File: config.mk
export PLATFORM = sky130hd
export DESIGN_NAME = magic_length_crc_frame_deframer_flat
export DESIGN_NICKNAME = d
export VERILOG_FILES = /design/src/mlcf_pkg.sv /design/src/mlcf_in_if.sv /design/src/mlcf_out_if.sv /design/src/magic_length_crc_frame_deframer.sv /design/src/mlcf_front.sv /design/src/mlcf_queue.sv /design/src/mlcf_back.sv /design/src/flat_wrapper.sv
export SDC_FILE = /design/constraint.sdc
export NUM_CORES = 1
export LEC_CHECK = 0
export BUFFER_PORTS_ARGS = -buffer_cell sky130_fd_sc_hd__buf_2
export CAP_MARGIN = 20
export CELL_PAD_IN_SITES_DETAIL_PLACEMENT = 0
export CELL_PAD_IN_SITES_GLOBAL_PLACEMENT = 1
export CORE_ASPECT_RATIO = 0.8
export CORE_MARGIN = 3
export CORE_UTILIZATION = 46
export CTS_CLUSTER_DIAMETER = 120
export DETAILED_ROUTE_END_ITERATION = 10
export PLACE_DENSITY_LB_ADDON = 0.1
export SYNTH_ARGS = -nofsm -noshare
export SYNTH_HDL_FRONTEND = slang
export SYNTH_HIERARCHICAL = 1
export SYNTH_SLANG_ARGS = --single-unit
File: constraint.sdc
create_clock -name clk -period 5 [get_ports clk]
set_clock_uncertainty 0.05 [all_clocks]
set_input_delay 0.25 -clock clk [delete_from_list [all_inputs] [get_ports clk]]
set_output_delay 0.25 -clock clk [all_outputs]
set_load 0.1 [all_outputs]
File: src/mlcf_pkg.sv
// shared types, constants and the crc helper for the frame deframer
package mlcf_pkg;

  // header magic and crc polynomial
  localparam logic [7:0]  MAGIC_FIRST  = 8'hAA;
  localparam logic [7:0]  MAGIC_SECOND = 8'h55;
  localparam logic [15:0] CRC_POLY     = 16'h1021;

  // header byte positions
  localparam logic [2:0] HDR_IDX_MAGIC0 = 3'd0;
  localparam logic [2:0] HDR_IDX_MAGIC1 = 3'd1;
  localparam logic [2:0] HDR_IDX_LAST   = 3'd7;

  // register widths and reset value
  localparam int unsigned MAX_LEN_BITS  = 24;
  localparam logic [MAX_LEN_BITS-1:0] MAX_LEN_RESET = 24'd204800;
  localparam int unsigned HDR_LEN_BITS  = 32;

  // queue between front and back
  localparam int unsigned QUEUE_DEPTH   = 2;
  localparam int unsigned QUEUE_PTR_W   = 1;
  localparam int unsigned QUEUE_CNT_W   = 2;

  // result kinds
  typedef enum logic [1:0] {
    KIND_PAYLOAD    = 2'd0,
    KIND_BAD_MAGIC  = 2'd1,
    KIND_BAD_LENGTH = 2'd2
  } kind_t;

  // one queued operation for the back end
  typedef struct packed {
    kind_t       kind;
    logic [7:0]  data;
    logic        last;
    logic [15:0] exp_crc;
  } op_t;

  // crc-16/xmodem over one byte, msb first
  function automatic logic [15:0] crc16_byte(logic [15:0] crc, logic [7:0] b);
    logic [15:0] c;
    c = crc ^ {b, 8'h00};
    for (int k = 0; k < 8; k++) begin
      c = c[15] ? ((c << 1) ^ CRC_POLY) : (c << 1);
    end
    return c;
  endfunction

endpackage

File: src/mlcf_in_if.sv
// received byte channel
interface mlcf_in_if;
  logic       valid;
  logic       ready;
  logic [7:0] rx_byte;

  modport source (output valid, output rx_byte, input ready);
  modport sink   (input valid, input rx_byte, output ready);
endinterface

File: src/mlcf_out_if.sv
// deframer result channel
interface mlcf_out_if;
  logic       valid;
  logic       ready;
  logic [1:0] out_kind;
  logic [7:0] payload_byte;
  logic       frame_end;
  logic       crc_match;

  modport source (output valid, output out_kind, output payload_byte,
                  output frame_end, output crc_match, input ready);
  modport sink   (input valid, input out_kind, input payload_byte,
                  input frame_end, input crc_match, output ready);
endinterface

File: src/magic_length_crc_frame_deframer.sv
// Length-prefixed frame deframer with CRC-16/XMODEM check. Takes one received
// byte per cycle, sustained: a byte is accepted in every cycle while the
// two-entry queue between the header parser and the CRC/output stage has room,
// so the only stall comes from the result side. A result is registered: the
// byte enters the queue at the accepting edge and moves into the output
// register when that register is free. Header bytes 0 to 6 give no result;
// the eighth gives a bad-magic or bad-length status or opens the payload.
// Every payload byte is passed out, and the last one carries frame_end and
// crc_match; frames with crc_match low are to be discarded downstream.
// max_frame_length may be written only while the block is idle.
module magic_length_crc_frame_deframer #(
  parameter int unsigned LENGTH_BITS = 24
) (
  input  logic                               clk,
  input  logic                               rst,
  mlcf_in_if.sink                            rx,
  mlcf_out_if.source                         result,
  input  logic                               cfg_we,
  input  logic [mlcf_pkg::MAX_LEN_BITS-1:0]  cfg_data
);

  logic                              push;
  mlcf_pkg::op_t                     push_op;
  logic                              q_ready;
  logic                              pop;
  logic                              head_valid;
  mlcf_pkg::op_t                     head_op;
  logic [mlcf_pkg::QUEUE_CNT_W-1:0]  q_count;

  // header parsing and byte counting
  mlcf_front #(
    .LENGTH_BITS (LENGTH_BITS)
  ) u_front (
    .clk      (clk),
    .rst      (rst),
    .rx       (rx),
    .cfg_we   (cfg_we),
    .cfg_data (cfg_data),
    .q_ready  (q_ready),
    .push     (push),
    .push_op  (push_op)
  );

  // decoupling queue
  mlcf_queue u_queue (
    .clk        (clk),
    .rst        (rst),
    .push       (push),
    .push_op    (push_op),
    .ready      (q_ready),
    .pop        (pop),
    .head_valid (head_valid),
    .head_op    (head_op),
    .count      (q_count)
  );

  // crc and result register
  mlcf_back u_back (
    .clk        (clk),
    .rst        (rst),
    .head_valid (head_valid),
    .head_op    (head_op),
    .pop        (pop),
    .result     (result)
  );

`ifndef NO_ASSERTIONS
  // the front never pushes into a full queue
  assert property (@(posedge clk) disable iff (rst)
    push |-> q_ready)
    else $error("push into full queue");

  // fill count stays within the queue depth
  assert property (@(posedge clk) disable iff (rst)
    q_count <= mlcf_pkg::QUEUE_CNT_W'(mlcf_pkg::QUEUE_DEPTH))
    else $error("queue count out of range");

  // frame end only on payload items
  assert property (@(posedge clk) disable iff (rst)
    (result.valid && result.frame_end) |->
      (result.out_kind == mlcf_pkg::KIND_PAYLOAD))
    else $error("frame end on status item");

  // crc match only with frame end
  assert property (@(posedge clk) disable iff (rst)
    (result.valid && result.crc_match) |-> result.frame_end)
    else $error("crc match without frame end");
`endif

endmodule

File: src/mlcf_front.sv
// front end: header parsing, length checks and payload byte counting
module mlcf_front #(
  parameter int unsigned LENGTH_BITS = 24
) (
  input  logic                                 clk,
  input  logic                                 rst,
  mlcf_in_if.sink                              rx,
  input  logic                                 cfg_we,
  input  logic [mlcf_pkg::MAX_LEN_BITS-1:0]    cfg_data,
  input  logic                                 q_ready,
  output logic                                 push,
  output mlcf_pkg::op_t                        push_op
);

  logic                               max_frame_length;
  logic [mlcf_pkg::MAX_LEN_BITS-1:0]  max_len;
  logic                               in_payload, in_payload_next;
  logic [2:0]                         header_index, header_index_next;
  logic                               magic_ok, magic_ok_next;
  logic [47:0]                        header_fields, header_fields_next;
  logic [LENGTH_BITS-1:0]             bytes_remaining, bytes_remaining_next;
  logic [15:0]                        expected_crc, expected_crc_next;
  logic [mlcf_pkg::HDR_LEN_BITS-1:0]  hdr_len;
  logic                               len_bad;
  logic                               accept;

  assign max_frame_length = cfg_we;
  assign rx.ready = q_ready;
  assign accept   = rx.valid && q_ready;

  // length taken from the completed header
  assign hdr_len = header_fields_next[47:16];
  assign len_bad = (hdr_len == '0)
                || (hdr_len > {{(mlcf_pkg::HDR_LEN_BITS-mlcf_pkg::MAX_LEN_BITS){1'b0}}, max_len})
                || ((hdr_len >> LENGTH_BITS) != '0);

  // next-state and queue push
  always_comb begin
    in_payload_next      = in_payload;
    header_index_next    = header_index;
    magic_ok_next        = magic_ok;
    header_fields_next   = header_fields;
    bytes_remaining_next = bytes_remaining;
    expected_crc_next    = expected_crc;
    push                 = 1'b0;
    push_op.kind         = mlcf_pkg::KIND_PAYLOAD;
    push_op.data         = rx.rx_byte;
    push_op.last         = 1'b0;
    push_op.exp_crc      = expected_crc;
    if (!in_payload) begin
      if (header_index == mlcf_pkg::HDR_IDX_MAGIC0) begin
        magic_ok_next = (rx.rx_byte == mlcf_pkg::MAGIC_FIRST);
      end else if (header_index == mlcf_pkg::HDR_IDX_MAGIC1) begin
        magic_ok_next = magic_ok && (rx.rx_byte == mlcf_pkg::MAGIC_SECOND);
      end else begin
        header_fields_next = {header_fields[39:0], rx.rx_byte};
      end
    end
    if (accept) begin
      if (in_payload) begin
        // payload byte, count down to the frame end
        push                 = 1'b1;
        bytes_remaining_next = bytes_remaining - 1'b1;
        push_op.last         = (bytes_remaining == LENGTH_BITS'(1));
        if (bytes_remaining == LENGTH_BITS'(1)) begin
          in_payload_next = 1'b0;
        end
      end else begin
        header_index_next = header_index + 3'd1;
        if (header_index == mlcf_pkg::HDR_IDX_LAST) begin
          // header verdict, magic wins over length
          push_op.data = 8'h00;
          if (!magic_ok) begin
            push         = 1'b1;
            push_op.kind = mlcf_pkg::KIND_BAD_MAGIC;
          end else if (len_bad) begin
            push         = 1'b1;
            push_op.kind = mlcf_pkg::KIND_BAD_LENGTH;
          end else begin
            bytes_remaining_next = hdr_len[LENGTH_BITS-1:0];
            expected_crc_next    = header_fields_next[15:0];
            in_payload_next      = 1'b1;
          end
        end
      end
    end else begin
      magic_ok_next      = magic_ok;
      header_fields_next = header_fields;
    end
  end

  // control state
  always_ff @(posedge clk) begin
    if (rst) begin
      in_payload   <= 1'b0;
      header_index <= '0;
      magic_ok     <= 1'b0;
      max_len      <= mlcf_pkg::MAX_LEN_RESET;
    end else begin
      in_payload   <= in_payload_next;
      header_index <= header_index_next;
      magic_ok     <= magic_ok_next;
      if (max_frame_length) begin
        max_len <= cfg_data;
      end
    end
  end

  // header and frame data
  always_ff @(posedge clk) begin
    header_fields   <= header_fields_next;
    bytes_remaining <= bytes_remaining_next;
    expected_crc    <= expected_crc_next;
  end

endmodule

File: src/mlcf_queue.sv
// two-entry queue between front and back
module mlcf_queue (
  input  logic                                clk,
  input  logic                                rst,
  input  logic                                push,
  input  mlcf_pkg::op_t                       push_op,
  output logic                                ready,
  input  logic                                pop,
  output logic                                head_valid,
  output mlcf_pkg::op_t                       head_op,
  output logic [mlcf_pkg::QUEUE_CNT_W-1:0]    count
);

  mlcf_pkg::op_t                        mem [mlcf_pkg::QUEUE_DEPTH];
  logic [mlcf_pkg::QUEUE_PTR_W-1:0]     wr_ptr;
  logic [mlcf_pkg::QUEUE_PTR_W-1:0]     rd_ptr;

  function automatic logic [mlcf_pkg::QUEUE_CNT_W-1:0] QUEUE_CNT_W_ONE(logic b);
    return {{(mlcf_pkg::QUEUE_CNT_W-1){1'b0}}, b};
  endfunction

  assign ready      = (count != mlcf_pkg::QUEUE_CNT_W'(mlcf_pkg::QUEUE_DEPTH));
  assign head_valid = (count != '0);
  assign head_op    = mem[rd_ptr];

  // entry storage
  always_ff @(posedge clk) begin
    if (push) begin
      mem[wr_ptr] <= push_op;
    end
  end

  // pointers and fill count
  always_ff @(posedge clk) begin
    if (rst) begin
      wr_ptr <= '0;
      rd_ptr <= '0;
      count  <= '0;
    end else begin
      if (push) begin
        wr_ptr <= wr_ptr + 1'b1;
      end
      if (pop) begin
        rd_ptr <= rd_ptr + 1'b1;
      end
      count <= count + QUEUE_CNT_W_ONE(push) - QUEUE_CNT_W_ONE(pop);
    end
  end

endmodule

File: src/mlcf_back.sv
// back end: running crc and the registered result stage
module mlcf_back (
  input  logic            clk,
  input  logic            rst,
  input  logic            head_valid,
  input  mlcf_pkg::op_t   head_op,
  output logic            pop,
  mlcf_out_if.source      result
);

  logic            out_valid;
  mlcf_pkg::kind_t out_kind;
  logic [7:0]      out_byte;
  logic            out_end;
  logic            out_match;
  logic [15:0]     running_crc;
  logic [15:0]     crc_new;

  assign pop     = head_valid && (!out_valid || result.ready);
  assign crc_new = mlcf_pkg::crc16_byte(running_crc, head_op.data);

  // result channel
  assign result.valid        = out_valid;
  assign result.out_kind     = out_kind;
  assign result.payload_byte = out_byte;
  assign result.frame_end    = out_end;
  assign result.crc_match    = out_match;

  // output valid and running crc
  always_ff @(posedge clk) begin
    if (rst) begin
      out_valid   <= 1'b0;
      running_crc <= '0;
    end else begin
      if (pop) begin
        out_valid <= 1'b1;
      end else if (result.ready) begin
        out_valid <= 1'b0;
      end
      if (pop && head_op.kind == mlcf_pkg::KIND_PAYLOAD) begin
        running_crc <= head_op.last ? 16'h0000 : crc_new;
      end
    end
  end

  // output item
  always_ff @(posedge clk) begin
    if (pop) begin
      out_kind  <= head_op.kind;
      out_byte  <= head_op.data;
      out_end   <= head_op.last;
      out_match <= head_op.last && (crc_new == head_op.exp_crc);
    end
  end

endmodule

File: src/flat_wrapper.sv
// flat-port wrapper written by rule: the top's interface ports become plain ports
module magic_length_crc_frame_deframer_flat 
#(
  parameter int unsigned LENGTH_BITS = 24
)
  (clk, rst, cfg_we, cfg_data, rx_valid, rx_rx_byte, rx_ready, result_valid, result_out_kind, result_payload_byte, result_frame_end, result_crc_match, result_ready);
  mlcf_in_if rx_i ();
  mlcf_out_if result_i ();
  input  logic clk;
  input  logic rst;
  input  logic cfg_we;
  input  logic [mlcf_pkg::MAX_LEN_BITS-1:0] cfg_data;
  input wire logic [$bits(rx_i.valid)-1:0] rx_valid;
  input wire logic [$bits(rx_i.rx_byte)-1:0] rx_rx_byte;
  output wire logic [$bits(rx_i.ready)-1:0] rx_ready;
  output wire logic [$bits(result_i.valid)-1:0] result_valid;
  output wire logic [$bits(result_i.out_kind)-1:0] result_out_kind;
  output wire logic [$bits(result_i.payload_byte)-1:0] result_payload_byte;
  output wire logic [$bits(result_i.frame_end)-1:0] result_frame_end;
  output wire logic [$bits(result_i.crc_match)-1:0] result_crc_match;
  input wire logic [$bits(result_i.ready)-1:0] result_ready;
  assign rx_i.valid = rx_valid;
  assign rx_i.rx_byte = rx_rx_byte;
  assign rx_ready = rx_i.ready;
  assign result_valid = result_i.valid;
  assign result_out_kind = result_i.out_kind;
  assign result_payload_byte = result_i.payload_byte;
  assign result_frame_end = result_i.frame_end;
  assign result_crc_match = result_i.crc_match;
  assign result_i.ready = result_ready;
  magic_length_crc_frame_deframer #(.LENGTH_BITS(LENGTH_BITS)) u_core (.clk(clk), .rst(rst), .rx(rx_i), .result(result_i), .cfg_we(cfg_we), .cfg_data(cfg_data));
endmodule
==> out/metrics.csv <==
stage,metric,value,unit
setup_path,crit_path_cell_trace,"inv_1, ha_1, o21bai_1, nand2_1, buf_4, mux2_2, ha_1, nand4_1, or4_1, a21o_1, a31o_1, a31oi_1, o21a_1, nor2b_2, buf_4",
detailed_routing,first_iter_violations,406,
layout,antenna_cells,0,
synth,ys.flop_type,edfxtp_1,
layout,utilization,0.5465,
power,p_total,6.096,mW
detailed_routing,wirelength,21470,microns
setup_path,cp_max_fo,27,
synth,yosys_warnings,6,
floorplanning,dieArea,0.02221,sq mm
grt,grt_max_degree,51,
floorplanning,core,0.01997,sq mm
synth,synth_area_leaders,"edfxtp_1 (39%), dfxtp_1 (18%), mux2_2 (8.6%)",
detailed_routing,vias_per_cell,5.353,
sta,period_needed,4.490,ns
layout,drive_above_1_share,0.2601,
setup_path,crit_path_end_kind,flip-flop,
synth,ys_seq_area_frac,0.5660,
grt,grtUsageTotal,0.1888,
setup_path,critPathTopFamily,simple AND/OR/NAND/NOR gates,
sta,period_share,0.8979,
grt,grt.overflow.total,0,
sta,slew_violations,0,
power,vdd_drop_max,0.3913,mV
synth,synth-edff-count,122,
synth,synth_nets,785,
sta,fmax,222.7,MHz
setup_path,crit_type,flip-flop to flip-flop,
place,place.gp.congestion,0.8129,
setup_path,slowest_stage,or4_1,
grt,grt_pass1_vias,5603,
cts,clk_path_buf_depth,3,
synth,netlist.top_cell.by_area,edfxtp_1,
synth,ys_seq_elements,205,
sta,setup_viol,0,
detailed_routing,vias,5776,
layout,final_nets,868,
sta,tightest_slew,0.9941,ns
cts,cts_tree,built,
setup_path,r2r_start,u_core/u_front/header_index[0],
synth,synth.distinct_cells,69,
detailed_routing,top_layer_used,met4,
detailed_routing,ant_nets,0,
floorplanning,die-width,165.9,microns
sta,finalHoldViolCount,0,
power,power_density,558.5,mW/mm^2
cts,cts_setup_buffers,0,
detailed_routing,wl_met3,1433,microns
synth,synthArstFlopShare,0,
cts,cts_resized,0,
layout,area_delta_synth_final,16.03,%
setup_path,crit_path_start,u_core/u_front/header_index[0],
grt,antenna_found_initial,1,
floorplanning,die_y,133.9,microns
setup_path,worstPathRequired,5.11,ns
sta,slew_headroom,0.3372,
sta,setup_tns,0,ns
flow_run,max-cap-violations,0,
floorplanning,io_pins,51,
detailed_routing,firstDrtPassIters,5,
detailed_routing,wire_per_inst,19.90,microns
cts,worst_skew_pair.late_latency,0.50,ns
cts,clkTransAtPathRegs,0.06,ns
floorplanning,rows,46,
layout,multi_input_area,0.003805,sq mm
place,pre_cts_ws,0.5421,ns
place,placed_cells,1015,
place,post_dp_cell_area,0.009921,sq mm
detailed_routing,drc,0,
layout,finalInstanceArea,0.01092,sq mm
grt,grt_pass1_wl,32980,microns
setup_path,path_depth,15,
place,hpwl,15790,microns
setup_path,crit_path_end,u_core/u_queue/mem[0][7],
detailed_routing,wl_met2,8058,microns
cts,clkSinkCount,205,
cts,cts_buffers,22,
synth,synthCells,716,
synth,synth.top_cell.area_share,0.3894,
setup_path,r2r_slack,0.51,ns
sta,finalWorstSetupSlack,0.5104,ns
setup_path,r2r-end,u_core/u_queue/mem[0][7],
setup_path,r2r_cells,15,
detailed_routing,wl_met1,11620,microns
sta,rsz0062_at_grt,no,
floorplanning,initial_core_util,0.4711,
layout,seqCellArea,0.005325,sq mm
setup_path,startpoint_type,flip-flop,
cts,root_buffer,clkbuf_16,
min_path,min_path_type,input pin to flip-flop,
place,port_buffers,50,
status,status,finished clean,
layout,nFillCells,1647,
setup_path,cp.buffers_inverters,3,
cts,htree_levels,1,
sta,hold_slack,0.03309,ns
setup_path,critPathMaxStageDelay,0.59,ns
cts,hold_buffers,24,
power,p_leak,4.152,nW
layout,final_cells,1079,
synth,netlist_area,0.009408,sq mm
setup_path,arrival,4.60,ns
synth,postSynthAreaPerCell,13.14,sq um
-- logic make-up after synthesis --
group | after synthesis | synth area share
buffers and inverters | 62 | 0.03019
adder cells (fa/ha/maj) | 32 | 0.04256
flip-flops | 205 | 0.5660
multiplexers | 117 | 0.1447
AND/OR/NAND/NOR | 174 | 0.1032
XOR/XNOR | 60 | 0.06251
AO/OA/AOI/OAI | 66 | 0.05080
-- synth_stat cells (all sizes together) (2+ instances only) --
library cell  instances
a21o                  3
a21oi                13
a221oi                2
a22oi                13
a2bb2oi               4
a31oi                 2
and2                 12
and4                  3
buf                  11
clkbuf               13
dfxtp                83
edfxtp              122
ha                   32
inv                  38
mux2                 92
mux2i                25
nand2                27
nand3                10
nand3b                4
nand4                 7
nand4b                2
nor2                 58
nor2b                 4
nor3                 12
nor4                 15
nor4bb                3
o211ai                5
o21a                  4
o21ai                 6
o21bai                2
or2                   2
or3                   6
or4                   3
xnor2                37
xor2                 22
-- area by class of cell --
class / count / share of cell area
sequential: 205 / 0.4878
multi-input combinational: 449 / 0.3486
inverter: 38 / 0.01307
clock inverter: 14 / 0.01353
timing repair buffer: 83 / 0.05112
clock buffer: 26 / 0.05559
tap: 264 / 0.03026
-- worst min-delay path, cell delays in order --
cell and delay [ns]:
buf_2 0.07, nand2b_1 0.14, a21oi_1 0.08
-- power breakdown --
part	total, mW	switching [mW]	internal (mW)
Sequential	2.38	0.221	2.16
Clock	1.68	0.663	1.02
Combinational	2.03	1.23	0.801
Total	6.10	2.11	3.98
-- worst min path at each step --
stage,startpoint,to,cells after the start
after CTS,result_ready,u_core/u_back/result.valid,3
after floorplan,rst,u_core/u_queue/count[0],1
after global placement,u_core/u_front/expected_crc[1],u_core/u_queue/mem[0][1],0
after global routing,rx_rx_byte[5],u_core/u_front/magic_ok,3
final,result_ready,u_core/u_back/result.valid,3
after detailed placement,u_core/u_front/expected_crc[10],u_core/u_queue/mem[0][10],0
-- cell usage in the layout (no fill, tap or decap), types with 13 or more instances in the layout --
cell	n
mux2i_1	25
buf_2	50
nor2_1	58
mux2_4	20
a22oi_1	13
xor2_1	21
dfxtp_1	83
nand2_1	27
inv_1	38
mux2_2	72
edfxtp_1	122
clkbuf_16	23
xnor2_1	33
dlygate4sd3_1	24
a21oi_1	13
ha_1	32
-- state kept, by name, indices dropped and copies added, names as in the netlist, named ones only --
register / count
u_core/u_back/result.crc_match: 1
u_core/u_back/result.frame_end: 1
u_core/u_back/result.out_kind: 2
u_core/u_back/result.payload_byte: 8
u_core/u_back/result.valid: 1
u_core/u_back/running_crc: 16
u_core/u_front/bytes_remaining: 24
u_core/u_front/expected_crc: 16
u_core/u_front/header_fields: 48
u_core/u_front/header_index: 3
u_core/u_front/in_payload: 1
u_core/u_front/magic_ok: 1
u_core/u_front/max_len: 24
u_core/u_queue/count: 2
u_core/u_queue/mem: 54
u_core/u_queue/rd_ptr: 1
u_core/u_queue/wr_ptr: 1
-- metal layers --
| metal | vias to the layer above | GRT usage |
|---|---|---|
| met2 | 156 | 0.2494 |
| met5 | - | 0 |
| met1 | 2809 | 0.3168 |
| li1 | 2786 | - |
| met3 | 25 | 0.03624 |
| met4 | 0 | 0.03603 |
No activity file was read; power rests on OpenSTA's default activity.
